`config.mk`:
```
export PLATFORM = sky130hd
export DESIGN_NAME = sorted_set_union_intersection_unit
export DESIGN_NICKNAME = d
export VERILOG_FILES = /design/src/hdl/ssu_pkg.sv /design/src/hdl/sorted_set_union_intersection_unit.sv /design/src/hdl/ssu_list_mem.sv /design/src/hdl/ssu_cmp.sv
export SDC_FILE = /design/constraint.sdc
export NUM_CORES = 2
export LEC_CHECK = 0
export BUFFER_PORTS_ARGS = -buffer_cell sky130_fd_sc_hd__buf_2
export CAP_MARGIN = 30
export CORE_MARGIN = 2
export CORE_UTILIZATION = 45
export CTS_BUF_LIST = sky130_fd_sc_hd__clkbuf_8 sky130_fd_sc_hd__clkbuf_16
export DETAILED_ROUTE_END_ITERATION = 12
export PLACE_DENSITY = 0.57
export SYNTH_ARGS = -nofsm -noshare
export SYNTH_HDL_FRONTEND = slang
export SYNTH_HIERARCHICAL = 1
export SYNTH_SLANG_ARGS = --single-unit
```
`constraint.sdc`:
```
create_clock -name clock -period 21.6 [get_ports clock]
set_input_delay 2.16 -clock clock [delete_from_list [all_inputs] [get_ports clock]]
set_output_delay 2.16 -clock clock [all_outputs]
set_load 0.005 [all_outputs]
```
`src/hdl/ssu_pkg.sv`:
```
`timescale 1ns / 1ps
// Shared types and codes for the sorted set union / intersection unit.
// Depends on nothing; imported by every module of the block.
package ssu_pkg;

   localparam int DATA_W = 32;

   localparam logic [1:0] OP_PUSH_FIRST  = 2'd0;
   localparam logic [1:0] OP_PUSH_SECOND = 2'd1;
   localparam logic [1:0] OP_RUN         = 2'd2;

   localparam logic MODE_UNION     = 1'b0;
   localparam logic MODE_INTERSECT = 1'b1;

   typedef struct packed {
      logic lt;
      logic eq;
   } cmp_res_type;

endpackage

```
`src/hdl/sorted_set_union_intersection_unit.sv`:
```
`timescale 1ns / 1ps
// Top level of the sorted set union / intersection unit with its sequencer.
// Depends on ssu_pkg, ssu_list_mem and ssu_cmp.
//
// Items arrive on the req channel: req_tuser selects push to the first list,
// push to the second list or run, and req_tdata carries the value to push.
// Pushes are taken one per cycle; a push to a full list is dropped and sets
// the overflow flag. A run sorts both lists and merges them, emitting the
// union (mode 0) or the intersection (mode 1) on the rsp channel in ascending
// order, with tlast on the final item. An empty result gives one item with
// present low. The run then clears both lists and the overflow flag.
// While a run is in progress req_tready is low. Every compare, in the sort and
// in the merge, goes through the one shared comparator, and each list memory
// has a single read and a single write port, so each merge compare step passes
// through a read state and then a compare state.
// The mode register is written on the csr channel, which is always ready.
// Synchronous reset empties both lists, clears overflow and sets mode 0.
// A stalled rsp receiver holds the result register and pauses the merge.
module sorted_set_union_intersection_unit
   import ssu_pkg::*;
#(
   parameter int DEPTH = 16
) (
   input  logic                     clock,
   input  logic                     reset,
   input  logic                     req_tvalid,
   output logic                     req_tready,
   input  logic signed [DATA_W-1:0] req_tdata,   // value
   input  logic [1:0]               req_tuser,   // opcode
   output logic                     rsp_tvalid,
   input  logic                     rsp_tready,
   output logic signed [DATA_W-1:0] rsp_tdata,   // result_value
   output logic [1:0]               rsp_tuser,   // present, overflow
   output logic                     rsp_tlast,
   input  logic                     csr_valid,
   output logic                     csr_ready,
   input  logic                     csr_data
);

   localparam int AW = $clog2(DEPTH);
   localparam int CW = $clog2(DEPTH + 1);
   localparam logic [CW-1:0] DEPTH_C = CW'(DEPTH);
   localparam logic [CW-1:0] ONE_C   = CW'(1);
   localparam logic [CW-1:0] TWO_C   = CW'(2);

   typedef enum logic [2:0] {
      ST_IDLE,
      ST_SORT_START,
      ST_SORT_HOLD,
      ST_SORT_STEP,
      ST_SORT_LAST,
      ST_MERGE_READ,
      ST_MERGE_CMP,
      ST_MERGE_FIN
   } state_type;

   state_type                state_ff, state_in;
   logic [CW-1:0]            cnt1_ff, cnt1_in, cnt2_ff, cnt2_in;
   logic                     dropped_ff, dropped_in;
   logic                     mode_ff, mode_in;
   logic                     sel_ff, sel_in;
   logic [CW-1:0]            limit_ff, limit_in;
   logic [CW-1:0]            k_ff, k_in;
   logic [CW-1:0]            c_ff, c_in, d_ff, d_in;
   logic                     pend_valid_ff, pend_valid_in;
   logic signed [DATA_W-1:0] pend_value_ff, pend_value_in;
   logic signed [DATA_W-1:0] hold_ff, hold_in;
   logic                     rsp_valid_ff, rsp_valid_in;
   logic signed [DATA_W-1:0] rsp_value_ff, rsp_value_in;
   logic                     rsp_present_ff, rsp_present_in;
   logic                     rsp_last_ff, rsp_last_in;
   logic                     rsp_overflow_ff, rsp_overflow_in;

   logic                     m1_we, m2_we;
   logic [AW-1:0]            m1_waddr, m2_waddr, m1_raddr, m2_raddr;
   logic signed [DATA_W-1:0] m1_wdata, m2_wdata, rd1, rd2;

   logic                     sort_we;
   logic [AW-1:0]            sort_waddr, sort_raddr;
   logic signed [DATA_W-1:0] sort_wdata, sort_rd;
   logic [CW-1:0]            k_next, k_prev, limit_prev;

   logic                     merging, slot_free;
   logic                     a_rem, b_rem, emit, advance_c, advance_d, done;
   logic signed [DATA_W-1:0] emit_value;
   logic signed [DATA_W-1:0] cmp_a, cmp_b;
   cmp_res_type              cmp_res;

   ssu_list_mem #(.DEPTH(DEPTH)) u_first_mem (
      .clock   (clock),
      .wr_en   (m1_we),
      .wr_addr (m1_waddr),
      .wr_data (m1_wdata),
      .rd_addr (m1_raddr),
      .rd_data (rd1)
   );

   ssu_list_mem #(.DEPTH(DEPTH)) u_second_mem (
      .clock   (clock),
      .wr_en   (m2_we),
      .wr_addr (m2_waddr),
      .wr_data (m2_wdata),
      .rd_addr (m2_raddr),
      .rd_data (rd2)
   );

   ssu_cmp u_cmp (
      .a   (cmp_a),
      .b   (cmp_b),
      .res (cmp_res)
   );

   assign merging    = (state_ff == ST_MERGE_READ) || (state_ff == ST_MERGE_CMP);
   assign sort_rd    = sel_ff ? rd2 : rd1;
   assign cmp_a      = merging ? rd1 : sort_rd;
   assign cmp_b      = merging ? rd2 : hold_ff;
   assign slot_free  = !rsp_valid_ff || rsp_tready;
   assign k_next     = k_ff + ONE_C;
   assign k_prev     = k_ff - ONE_C;
   assign limit_prev = limit_ff - ONE_C;
   assign a_rem      = (c_ff < cnt1_ff);
   assign b_rem      = (d_ff < cnt2_ff);

   always_comb begin
      emit       = 1'b0;
      advance_c  = 1'b0;
      advance_d  = 1'b0;
      done       = 1'b0;
      emit_value = rd2;
      if (a_rem && b_rem) begin
         if (cmp_res.lt) begin
            emit       = (mode_ff == MODE_UNION);
            emit_value = rd1;
            advance_c  = 1'b1;
         end else if (cmp_res.eq) begin
            emit      = 1'b1;
            advance_c = 1'b1;
            advance_d = 1'b1;
         end else begin
            emit      = (mode_ff == MODE_UNION);
            advance_d = 1'b1;
         end
      end else if ((mode_ff == MODE_UNION) && a_rem) begin
         emit       = 1'b1;
         emit_value = rd1;
         advance_c  = 1'b1;
      end else if ((mode_ff == MODE_UNION) && b_rem) begin
         emit      = 1'b1;
         advance_d = 1'b1;
      end else begin
         done = 1'b1;
      end
   end

   always_comb begin
      state_in        = state_ff;
      cnt1_in         = cnt1_ff;
      cnt2_in         = cnt2_ff;
      dropped_in      = dropped_ff;
      mode_in         = csr_valid ? csr_data : mode_ff;
      sel_in          = sel_ff;
      limit_in        = limit_ff;
      k_in            = k_ff;
      c_in            = c_ff;
      d_in            = d_ff;
      pend_valid_in   = pend_valid_ff;
      pend_value_in   = pend_value_ff;
      hold_in         = hold_ff;
      rsp_valid_in    = rsp_valid_ff && !rsp_tready;
      rsp_value_in    = rsp_value_ff;
      rsp_present_in  = rsp_present_ff;
      rsp_last_in     = rsp_last_ff;
      rsp_overflow_in = rsp_overflow_ff;
      m1_we           = 1'b0;
      m2_we           = 1'b0;
      m1_waddr        = '0;
      m2_waddr        = '0;
      m1_wdata        = req_tdata;
      m2_wdata        = req_tdata;
      m1_raddr        = '0;
      m2_raddr        = '0;
      sort_we         = 1'b0;
      sort_waddr      = '0;
      sort_wdata      = hold_ff;
      sort_raddr      = '0;

      unique case (state_ff)
         ST_IDLE: begin
            if (req_tvalid) begin
               unique case (req_tuser)
                  OP_PUSH_FIRST: begin
                     if (cnt1_ff < DEPTH_C) begin
                        m1_we    = 1'b1;
                        m1_waddr = cnt1_ff[AW-1:0];
                        cnt1_in  = cnt1_ff + ONE_C;
                     end else begin
                        dropped_in = 1'b1;
                     end
                  end
                  OP_PUSH_SECOND: begin
                     if (cnt2_ff < DEPTH_C) begin
                        m2_we    = 1'b1;
                        m2_waddr = cnt2_ff[AW-1:0];
                        cnt2_in  = cnt2_ff + ONE_C;
                     end else begin
                        dropped_in = 1'b1;
                     end
                  end
                  OP_RUN: begin
                     sel_in   = 1'b0;
                     limit_in = cnt1_ff;
                     state_in = ST_SORT_START;
                  end
                  default: begin
                  end
               endcase
            end
         end
         ST_SORT_START: begin
            if (limit_ff < TWO_C) begin
               if (!sel_ff) begin
                  sel_in   = 1'b1;
                  limit_in = cnt2_ff;
               end else begin
                  c_in     = '0;
                  d_in     = '0;
                  state_in = ST_MERGE_READ;
               end
            end else begin
               sort_raddr = '0;
               state_in   = ST_SORT_HOLD;
            end
         end
         ST_SORT_HOLD: begin
            hold_in    = sort_rd;
            k_in       = ONE_C;
            sort_raddr = ONE_C[AW-1:0];
            state_in   = ST_SORT_STEP;
         end
         ST_SORT_STEP: begin
            sort_we    = 1'b1;
            sort_waddr = k_prev[AW-1:0];
            if (cmp_res.lt) begin
               sort_wdata = sort_rd;
            end else begin
               sort_wdata = hold_ff;
               hold_in    = sort_rd;
            end
            k_in = k_next;
            if (k_next < limit_ff) begin
               sort_raddr = k_next[AW-1:0];
            end else begin
               state_in = ST_SORT_LAST;
            end
         end
         ST_SORT_LAST: begin
            sort_we    = 1'b1;
            sort_waddr = limit_prev[AW-1:0];
            sort_wdata = hold_ff;
            limit_in   = limit_prev;
            state_in   = ST_SORT_START;
         end
         ST_MERGE_READ: begin
            m1_raddr = c_ff[AW-1:0];
            m2_raddr = d_ff[AW-1:0];
            state_in = ST_MERGE_CMP;
         end
         ST_MERGE_CMP: begin
            m1_raddr = c_ff[AW-1:0];
            m2_raddr = d_ff[AW-1:0];
            if (done) begin
               state_in = ST_MERGE_FIN;
            end else if (!(emit && pend_valid_ff && !slot_free)) begin
               if (emit) begin
                  if (pend_valid_ff) begin
                     rsp_valid_in    = 1'b1;
                     rsp_value_in    = pend_value_ff;
                     rsp_present_in  = 1'b1;
                     rsp_last_in     = 1'b0;
                     rsp_overflow_in = dropped_ff;
                  end
                  pend_valid_in = 1'b1;
                  pend_value_in = emit_value;
               end
               if (advance_c) begin
                  c_in = c_ff + ONE_C;
               end
               if (advance_d) begin
                  d_in = d_ff + ONE_C;
               end
               state_in = ST_MERGE_READ;
            end
         end
         ST_MERGE_FIN: begin
            if (slot_free) begin
               rsp_valid_in    = 1'b1;
               rsp_value_in    = pend_valid_ff ? pend_value_ff : '0;
               rsp_present_in  = pend_valid_ff;
               rsp_last_in     = 1'b1;
               rsp_overflow_in = dropped_ff;
               pend_valid_in   = 1'b0;
               cnt1_in         = '0;
               cnt2_in         = '0;
               dropped_in      = 1'b0;
               state_in        = ST_IDLE;
            end
         end
         default: begin
            state_in = ST_IDLE;
         end
      endcase

      if (state_ff == ST_SORT_START || state_ff == ST_SORT_HOLD || state_ff == ST_SORT_STEP) begin
         m1_raddr = sort_raddr;
         m2_raddr = sort_raddr;
      end
      if (sort_we) begin
         if (sel_ff) begin
            m2_we    = 1'b1;
            m2_waddr = sort_waddr;
            m2_wdata = sort_wdata;
         end else begin
            m1_we    = 1'b1;
            m1_waddr = sort_waddr;
            m1_wdata = sort_wdata;
         end
      end
   end

   always_ff @(posedge clock) begin
      if (reset) begin
         state_ff      <= ST_IDLE;
         cnt1_ff       <= '0;
         cnt2_ff       <= '0;
         dropped_ff    <= 1'b0;
         mode_ff       <= MODE_UNION;
         sel_ff        <= 1'b0;
         limit_ff      <= '0;
         k_ff          <= '0;
         c_ff          <= '0;
         d_ff          <= '0;
         pend_valid_ff <= 1'b0;
         rsp_valid_ff  <= 1'b0;
      end else begin
         state_ff      <= state_in;
         cnt1_ff       <= cnt1_in;
         cnt2_ff       <= cnt2_in;
         dropped_ff    <= dropped_in;
         mode_ff       <= mode_in;
         sel_ff        <= sel_in;
         limit_ff      <= limit_in;
         k_ff          <= k_in;
         c_ff          <= c_in;
         d_ff          <= d_in;
         pend_valid_ff <= pend_valid_in;
         rsp_valid_ff  <= rsp_valid_in;
      end
      pend_value_ff   <= pend_value_in;
      hold_ff         <= hold_in;
      rsp_value_ff    <= rsp_value_in;
      rsp_present_ff  <= rsp_present_in;
      rsp_last_ff     <= rsp_last_in;
      rsp_overflow_ff <= rsp_overflow_in;
   end

   assign req_tready = (state_ff == ST_IDLE);
   assign csr_ready  = 1'b1;
   assign rsp_tvalid = rsp_valid_ff;
   assign rsp_tdata  = rsp_value_ff;
   assign rsp_tuser  = {rsp_overflow_ff, rsp_present_ff};
   assign rsp_tlast  = rsp_last_ff;

   a_run_blocks_input: assert property (@(posedge clock) disable iff (reset)
      (req_tvalid && req_tready && req_tuser == OP_RUN) |=> !req_tready)
      else $error("Input still ready after a run item was accepted.");

   a_idle_no_pending: assert property (@(posedge clock) disable iff (reset)
      (state_ff == ST_IDLE) |-> !pend_valid_ff)
      else $error("Pending result left behind after a run.");

   a_finish_clears: assert property (@(posedge clock) disable iff (reset)
      (state_ff == ST_MERGE_FIN && slot_free) |=>
      (rsp_tvalid && rsp_tlast && cnt1_ff == '0 && cnt2_ff == '0 && !dropped_ff))
      else $error("Run finished without a final item or without clearing the lists.");

   a_empty_is_last: assert property (@(posedge clock) disable iff (reset)
      (rsp_tvalid && !rsp_tuser[0]) |-> rsp_tlast)
      else $error("Empty-result item is not marked last.");

endmodule

```
`src/hdl/ssu_list_mem.sv`:
```
`timescale 1ns / 1ps
// List storage: one write port and one read port with registered read data.
// Depends on ssu_pkg for the data width.
module ssu_list_mem
   import ssu_pkg::*;
#(
   parameter int DEPTH = 16
) (
   input  logic                              clock,
   input  logic                              wr_en,
   input  logic [$clog2(DEPTH)-1:0]          wr_addr,
   input  logic signed [DATA_W-1:0]          wr_data,
   input  logic [$clog2(DEPTH)-1:0]          rd_addr,
   output logic signed [DATA_W-1:0]          rd_data
);

   logic signed [DATA_W-1:0] mem_ff [DEPTH];

   always_ff @(posedge clock) begin
      if (wr_en) begin
         mem_ff[wr_addr] <= wr_data;
      end
   end

   always_ff @(posedge clock) begin
      rd_data <= mem_ff[rd_addr];
   end

endmodule

```
`src/hdl/ssu_cmp.sv`:
```
`timescale 1ns / 1ps
// Shared signed comparator used by both the sort and the merge steps.
// Depends on ssu_pkg for the data width and the result struct.
module ssu_cmp
   import ssu_pkg::*;
(
   input  logic signed [DATA_W-1:0] a,
   input  logic signed [DATA_W-1:0] b,
   output cmp_res_type              res
);

   assign res.lt = (a < b);
   assign res.eq = (a == b);

endmodule

```
==> impl_metrics.toml <==
[clock_network]
cts_resized = 0
clk_latency_ns = 0.72
ctsHoldBuffers = 0
numCtsBuffers = 132
htree_num_levels = 4
clk_path_buf_depth = 3
clk_pin_slew_worst_paths_ns = 0.06
root_buffer = "clkbuf_16"
cts_tree = "yes"
clock_sinks = 1225
postCtsSetupRepairBufs = 0

[detailed_routing]
drt-total-wl_um = 120000
wl_met3_um = 7840
drt_pass1_iterations = 6
route.antenna.remaining_nets = 0
via_per_inst = 5.80
drt_iter0_drc = 2597
drc_errors = 0
route.met2.wl_um = 57200
wl_met1_um = 51700
via_count = 25950
wl_per_cell_um = 26.9
highest_layer = "met4"

[die]
die_h_um = 334
die_x_um = 334
num_rows = 120
io_pins = 78
core_area_um2 = 107000
die_area_um2 = 111000
start_util = 0.455

[worst_setup_path]
cp.required_ns = 22.01
worstSetupPathType = "flip-flop to flip-flop"
cp_slowest_cell = "nor4_1"
start_kind = "flip-flop"
worstPathMaxFanout = 68
worstSetupEndpointType = "flip-flop"
crit_chain = "xor2_1 -> nand2_4 -> buf_4 -> nand2_1 -> nand2_1 -> inv_1 -> ha_1 -> nand4_1 -> nor3_1 -> nand3_1 -> nor4_1 -> nand2b_1 -> or3_1 -> a211oi_4 -> buf_4 -> a22o_2 -> buf_12"
critPathMaxStageDelay_ns = 0.79
crit_arrival_ns = 6.85
r2r_slack_ns = 15.16

[sta]
worst_slew_pin_slew_ns = 1.04
hold_violations = 0
setup_violations = 0
min_period_ns = 6.44
rsz0062_at_grt = "false"
max_freq_mhz = 155
slew_headroom = 0.305
setup-tns-final_ns = 0
fin_crit_sh = 0.298
fin_ws_ns = 15.16
fin_skew_ns = 0.0201
maxSlewViolCount = 0

[yosys]
synth_flop_cell = "edfxtp_1"
synth_cells = 2777
postSynthAreaPerCell_um2 = 17.6
synth.largest_area_cell = "edfxtp_1"
yosysMostFrequentCell = "edfxtp_1"
synthTopCellsByCount = "1123 x edfxtp_1, 277 x nand2_1, 256 x mux4_2, 132 x a22oi_1, 126 x nor2_1"
ys_seq_area_frac = 0.732
synth_edf_count = 1123
synth_top_area_frac = 0.690
ys_ff_latch = 1225
synth_fp_nets = 2868
netlist_area_um2 = 48900
ys_top_cells_by_area = "edfxtp_1 69%, mux4_2 12%, dfxtp_1 4.2%"
yosys.cell_types.count = 67
synthArstFlopShare = 0
yosysWarnings = 6

[cells_and_area]
multi_input_comb_area_um2 = 12400
drive_gt1_frac = 0.239
area_growth_pct = 14.3
n_fill_cell = 8490
regArea_um2 = 35800
nets = 3054

[grt]
grt_start_max_net_pins = 113
grt_overflow = 0
grt_pass1_vias = 26373
antenna_found_initial = 2
grt_usage = 0.219
grt_pass1_wl_um = 177000

[outcome]
status = "complete, no violations"

[place]
port_buffers = 76
gp_congestion = 0.888
place_ws_ns = 15.40
place.detailed.hpwl_um = 69400

[worst_hold_path]
hold_path.class = "flip-flop to flip-flop"

[job]
drv_cap = 0

[power]
static-leakage-power_nw = 18.6
peakVddDrop_mv = 0.0940
power_density_nw_per_um2 = 117
metrics by stage:
stage                     cell area, µm²  power [mW]  cells  utilization  hold WS [ns]
after CTS                          55700        6.58   4462        0.519         0.454
after detailed placement           51600        4.43   4226        0.481         0.430
after global placement             51500        4.41   4223        0.480         0.446
final                              55800        6.52   4471        0.520         0.457
after global routing               55800        6.81   4468        0.520         0.481
after floorplan                    48900        4.03   2777            -         0.409
cell families after synthesis:
logic type                 synth area share
AOI/OAI and AO/OA                    0.0500
xor gates and xnor gates            0.00251
DFF                                   0.732
muxes                                 0.134
adders and majority gates            0.0131
other                             0.0000768
and+or+nand+nor                      0.0477
buffers and inverters                0.0211
registers in the layout, summed over array words and instances (netlist names), 32 cells and up:
signal	flops
u_first_mem/rd_data	32
u_first_mem/mem_ff	512
hold_ff	32
u_second_mem/rd_data	32
pend_value_ff	32
rsp_tdata	32
u_second_mem/mem_ff	512
area by class of cell:
type                       count  area share
clock buffer                 147      0.0639
timing repair buffer         199      0.0249
inverter                      97     0.00652
multi-input combinational   1308       0.222
clock inverter                89      0.0101
tap                         1403      0.0314
sequential                  1225       0.641
antenna                        3    0.000134
critical path, delay by kind of cell (launching register included):
kind,cells,cell delay [ns]
buffers and inverters,4,1.38
and+or+nand+nor,9,2.71
adders and majority gates,1,0.27
xor gates and xnor gates,1,0.21
AOI/OAI and AO/OA,2,0.78
DFF,1,0.66
placed cells by master, fill, tap and decap left out, types with 14 or more instances in the layout:
cell,count
a21oi_1,103
a22oi_1,132
and2_1,38
buf_2,76
buf_4,117
clkbuf_16,137
clkinv_1,20
clkinv_2,18
dfxtp_1,101
edfxtp_1,1123
ha_1,51
inv_1,134
mux2_2,32
mux2i_1,39
mux4_2,256
nand2_1,273
nand2b_1,14
nand3_1,14
nor2_1,98
nor2_4,28
o21ai_0,78
worst paths after layout:
kind	cells past startpoint	endpoint	from
worst max-delay path	17	rsp_tdata[7]	state_ff[0]
worst min-delay path	0	rsp_overflow_ff	dropped_ff
worst max register to register	17	rsp_tdata[7]	state_ff[0]
worst min register to register	0	rsp_overflow_ff	dropped_ff
where the power goes:
| group | leakage, nW | internal (mW) | switching [mW] |
|---|---|---|---|
| Combinational | 5.44 | 0.663 | 0.803 |
| Clock | 2.20 | 1.26 | 0.880 |
| Sequential | 11.0 | 2.81 | 0.102 |
routing by layer:
metal  global-route usage  up-vias
li1                     -    11314
met1                0.309    13569
met2                0.348      887
met3               0.0351      180
met4               0.0736        0
met5                    0        -
(Power assumes the default switching activity.)
